`src/hw/rtl/baro_pkg.sv`:
```
// ----------------------------------------------------------------------------
// Barometer compensation package
// Shared types, constants and helper functions for the compensation pipeline.
// ----------------------------------------------------------------------------
`default_nettype none

package baro_pkg;

    localparam int CalWidth   = 64;
    localparam int OssWidth   = 2;
    localparam int UtWidth    = 16;
    localparam int UpWidth    = 19;
    localparam int TempWidth  = 28;
    localparam int PresWidth  = 32;
    localparam int CfgIdxWidth = 2;
    localparam int DivSteps   = 32;
    localparam int DivStepsPerStage = 4;

    localparam logic [CfgIdxWidth-1:0] CFG_CAL_A = 2'd0;
    localparam logic [CfgIdxWidth-1:0] CFG_CAL_B = 2'd1;
    localparam logic [CfgIdxWidth-1:0] CFG_CAL_C = 2'd2;
    localparam logic [CfgIdxWidth-1:0] CFG_OSS   = 2'd3;

    localparam logic [31:0] B6_OFFSET   = 32'd4000;
    localparam logic [31:0] B7_SCALE    = 32'd50000;
    localparam logic [31:0] B4_OFFSET   = 32'd32768;
    localparam logic [31:0] P_COEF_SQ   = 32'd3038;
    localparam logic [31:0] P_COEF_LIN  = 32'hFFFF_E343; // -7357
    localparam logic [31:0] P_OFFSET    = 32'd3791;

    // State of an unsigned 32-bit restoring division, advanced one step by div_step.
    typedef struct packed {
        logic [31:0] rem;
        logic [31:0] quo;
        logic [31:0] den;
    } div_state_t;

    function automatic logic [31:0] asr32(input logic [31:0] v, input int n);
        asr32 = 32'($signed(v) >>> n);
    endfunction

    function automatic logic [31:0] sx16(input logic [15:0] v);
        sx16 = {{16{v[15]}}, v};
    endfunction

    function automatic div_state_t div_step(input div_state_t s);
        div_state_t r;
        logic [32:0] trial;
        r = s;
        trial = {s.rem, s.quo[31]} - {1'b0, s.den};
        r.quo = {s.quo[30:0], ~trial[32]};
        r.rem = trial[32] ? {s.rem[30:0], s.quo[31]} : trial[31:0];
        return r;
    endfunction

endpackage

`default_nettype wire

```
`src/hw/rtl/baro_udiv.sv`:
```
// ----------------------------------------------------------------------------
// Pipelined unsigned divider
// Restoring 32-bit divider, StepsPerStage quotient bits per register stage.
// Sideband data travels alongside. Stalls freeze every stage.
// ----------------------------------------------------------------------------
`default_nettype none

module baro_udiv #(
    parameter int SideWidth = 8,
    parameter int StepsPerStage = 4
) (
    input  wire logic                 clk,
    input  wire logic                 rst_n,
    input  wire logic                 en,
    input  wire logic                 in_valid,
    input  wire logic [31:0]          num,
    input  wire logic [31:0]          den,
    input  wire logic [SideWidth-1:0] side_in,
    output logic                      out_valid,
    output logic [31:0]               quo,
    output logic [SideWidth-1:0]      side_out
);
    import baro_pkg::*;

    localparam int Stages = DivSteps / StepsPerStage;

    div_state_t                 st_reg   [Stages];
    logic [SideWidth-1:0]       side_reg [Stages];
    logic [Stages-1:0]          vld_reg;

    always_ff @(posedge clk or negedge rst_n)
    begin
        if (!rst_n)
        begin
            vld_reg <= '0;
        end
        else if (en)
        begin
            vld_reg <= {vld_reg[Stages-2:0], in_valid};
        end
    end

    always_ff @(posedge clk)
    begin
        if (en)
        begin
            for (int s = 0; s < Stages; s++)
            begin
                div_state_t t;
                if (s == 0)
                begin
                    t.rem = '0;
                    t.quo = num;
                    t.den = den;
                    side_reg[0] <= side_in;
                end
                else
                begin
                    t = st_reg[s-1];
                    side_reg[s] <= side_reg[s-1];
                end
                for (int k = 0; k < StepsPerStage; k++)
                begin
                    t = div_step(t);
                end
                st_reg[s] <= t;
            end
        end
    end

    assign out_valid = vld_reg[Stages-1];
    assign quo       = st_reg[Stages-1].quo;
    assign side_out  = side_reg[Stages-1];

endmodule

`default_nettype wire

```
`config.mk`:
```
export PLATFORM = sky130hd
export DESIGN_NAME = baro_udiv
export DESIGN_NICKNAME = d
export VERILOG_FILES = /design/src/hw/rtl/baro_pkg.sv /design/src/hw/rtl/baro_udiv.sv
export SDC_FILE = /design/constraint.sdc
export NUM_CORES = 2
export LEC_CHECK = 0
export ABC_CLOCK_PERIOD_IN_PS = 19800
export BUFFER_PORTS_ARGS = -buffer_cell sky130_fd_sc_hd__buf_4
export CAP_MARGIN = 20
export CORE_MARGIN = 5
export CORE_UTILIZATION = 42
export CTS_BUF_LIST = sky130_fd_sc_hd__clkbuf_8
export CTS_CLUSTER_DIAMETER = 30
export CTS_CLUSTER_SIZE = 24
export DETAILED_ROUTE_END_ITERATION = 10
export HOLD_SLACK_MARGIN = 0.15
export PLACE_DENSITY = 0.54
export RECOVER_POWER = 50
export SETUP_SLACK_MARGIN = 0.1
export SLEW_MARGIN = 20
export SYNTH_ARGS = -nofsm -noshare
export SYNTH_HDL_FRONTEND = slang
export SYNTH_SLANG_ARGS = --single-unit
```
`constraint.sdc`:
```
create_clock -name clk -period 19.8 [get_ports clk]
set_clock_uncertainty 0.1 [all_clocks]
set_input_delay 3.96 -clock clk [delete_from_list [all_inputs] [get_ports clk]]
set_output_delay 3.96 -clock clk [all_outputs]
set_load 0.01 [all_outputs]
```
==> impl_metrics.yaml <==
cts:
  clock-sinks: 776
  clockBufferDepth: 3
  cts_buffers: 198
  holdBufCountCts: 0
  clkLatencyLatePin_ns: 0.97
  htreeDepth: 4
  clock-root-buffer: "clkbuf_8"
  cts_resized: 0
  cts_setup_buffers: 0
  clkTransAtPathRegs_ns: 0.06
  cts_tree: "done"
yosys:
  synth.avg_cell_area_um2: 9.00
  ys_warn_count: 0
  ys_top_cells_by_area: "edfxtp_1 (28%), ha_1 (15%), a21oi_1 (5.7%)"
  synth_top_area_share_pct: 27.7
  synth_cell_types: 98
  syn_inst: 9252
  yosysTopAreaCell: "edfxtp_1"
  ys_seq_area_share_pct: 27.9
  synth.cell_area_um2: 83200
  ys_ff_latch: 776
  synth_ff_type: "edfxtp_1"
  async_flop_share_pct: 1.03
  synth-edff-count: 768
timing:
  setup_viol: 0
  slew_viol_final: 375
  max_freq_mhz: 58.2
  rsz0062_at_grt: "no"
  relSlewSlack_pct: -251
  period_share_pct: 86.8
  worst_slew_pin_slew_ns: 5.27
  min_period_ns: 17.18
  hold_viol: 0
  setup-tns-final_ns: 0
setup_path:
  arrival_ns: 17.75
  crit_path_end_kind: "flop"
  path_max_fanout: 31
  cp.buffers_inverters: 5
  r2r-start: "st_reg[0][97]$_DFFE_PP_"
  start_kind: "flop"
  cpPeakStageDelay_ns: 1.02
  crit_start: "st_reg[0][97]$_DFFE_PP_"
  path_class: "flop to flop"
  critPathSlowestCell: "clkbuf_1"
  critical_path_required_ns: 20.37
  path_delay_family: "compound AO/OA/AOI/OAI gates"
  cp_common_cell: "o211ai_1"
floorplanning:
  io_pins: 117
  die_w_um: 455
  row_count: 163
  start_util_pct: 42.2
  core-area_um2: 197000
  die_h_um: 455
  die_area_um2: 207000
finish:
  drive_gt1_share_pct: 10.1
  largest_register_ffs: 704
  nets: 10498
  layout_common_cells: "ha_1 (993), a21oi_1 (941), edfxtp_1 (768)"
  mostFrequentLayoutCell: "ha_1"
  area_growth_pct: 10.2
run:
  maxCapViolCount: 7
grt:
  grt_max_degree: 156
  first_global_vias: 67699
  antenna_found_initial: 12
  grt.total_usage_pct: 22.9
  grt_pass1_wl_um: 379000
  overflow: 0
outcome:
  outcome: "complete, but fails checks"
  violations: "max-capacitance violations, max-slew violations"
drt:
  first_iter_violations: 4703
  first_pass_iters: 6
  vias: 70109
  drt_wl_total_um: 246000
  wl_per_cell_um: 20.2
  drc: 0
  viasPerCell: 5.74
  detail-route-antenna-nets: 0
placed_design:
  dp_hpwl_um: 199000
  port_buffers: 116
  place_congestion: 0.920
min_path:
  hold_class: "flop to flop"
  hp-start: "st_reg[0][325]$_DFFE_PP_"
[area by class of cell]
type	instances	area (µm²)
clock inverter	170	2010
antenna	9	22.5
sequential	776	23300
inverter	558	2090
tap	2640	3300
timing repair buffer	175	1190
clock buffer	199	2740
multi-input combinational	7690	57100
fill	19099	106000
[path summary, 6_finish.rpt]
| kind | depth (start not counted) | slack, ns | end |
|---|---|---|---|
| max reg2reg | 54 | 2.62 | st_reg[0][258]$_DFFE_PP_ |
| min | 0 | 0.30 | st_reg[1][41]$_DFFE_PP_ |
| min reg2reg | 0 | 0.30 | st_reg[1][41]$_DFFE_PP_ |
| max | 54 | 2.62 | st_reg[0][258]$_DFFE_PP_ |
| min in group asynchronous | 1 | 2.86 | vld_reg[6]$_DFFE_PN0P_ |
| max in group asynchronous | 1 | 16.43 | vld_reg[2]$_DFFE_PN0P_ |
[kinds of logic after synthesis]
kind of cell	after synthesis	synth area share, %
AO/OA/AOI/OAI	2947	22.5
XOR/XNOR	824	8.72
adder cells (fa/ha/maj)	1026	15.7
buffers and inverters	800	3.85
flip-flops	776	27.9
multiplexers	659	8.55
other	1	0.00451
AND/OR/NAND/NOR	2219	12.7
[synth_stat cells, drive strengths merged, types with 16 or more instances]
cell	n
a22oi	35
edfxtp	768
mux2i	247
o21a	193
a211o	27
and3	76
a221oi	26
o211ai	63
and4	20
or2	28
or3	51
a211oi	118
clkbuf	150
a31oi	80
o31ai	48
a221o	17
a31o	28
inv	558
o31a	38
nor4	29
nand2b	185
nor2	690
nand2	566
a21oi	941
o21bai	114
a21o	404
nand4	59
a21boi	29
o21ai	592
o41ai	16
and2	73
mux2	412
nand3	132
nor3	117
buf	92
fa	30
xnor2	530
ha	993
nor2b	144
o2111ai	21
xor2	293
[stage by stage]
stage | utilization [%] | instances | cell area [µm²] | hold slack (ns) | setup slack (ns)
final | 46.5 | 12217 | 91700 | 0.299 | 2.62
after CTS | 46.6 | 12208 | 91900 | 0.275 | 2.87
after global placement | 44.2 | 11838 | 87100 | 0.300 | 2.24
after floorplan | - | 9266 | 83300 | 0.300 | 4.94
after global routing | 46.5 | 12215 | 91700 | 0.315 | 1.24
after detailed placement | 44.2 | 11839 | 87100 | 0.305 | 1.98
[metal layers]
metal,part of all wire (%),GRT usage (%),vias up
met5,0.0053,0,-
met2,47,39.3,1531
met1,46,30.2,33435
met4,3.3,7.66,2
li1,-,-,34736
met3,3.8,2.54,405
Power is not shown: default switching activity piles up to over one toggle a cycle in this logic, so the estimate is an artifact.
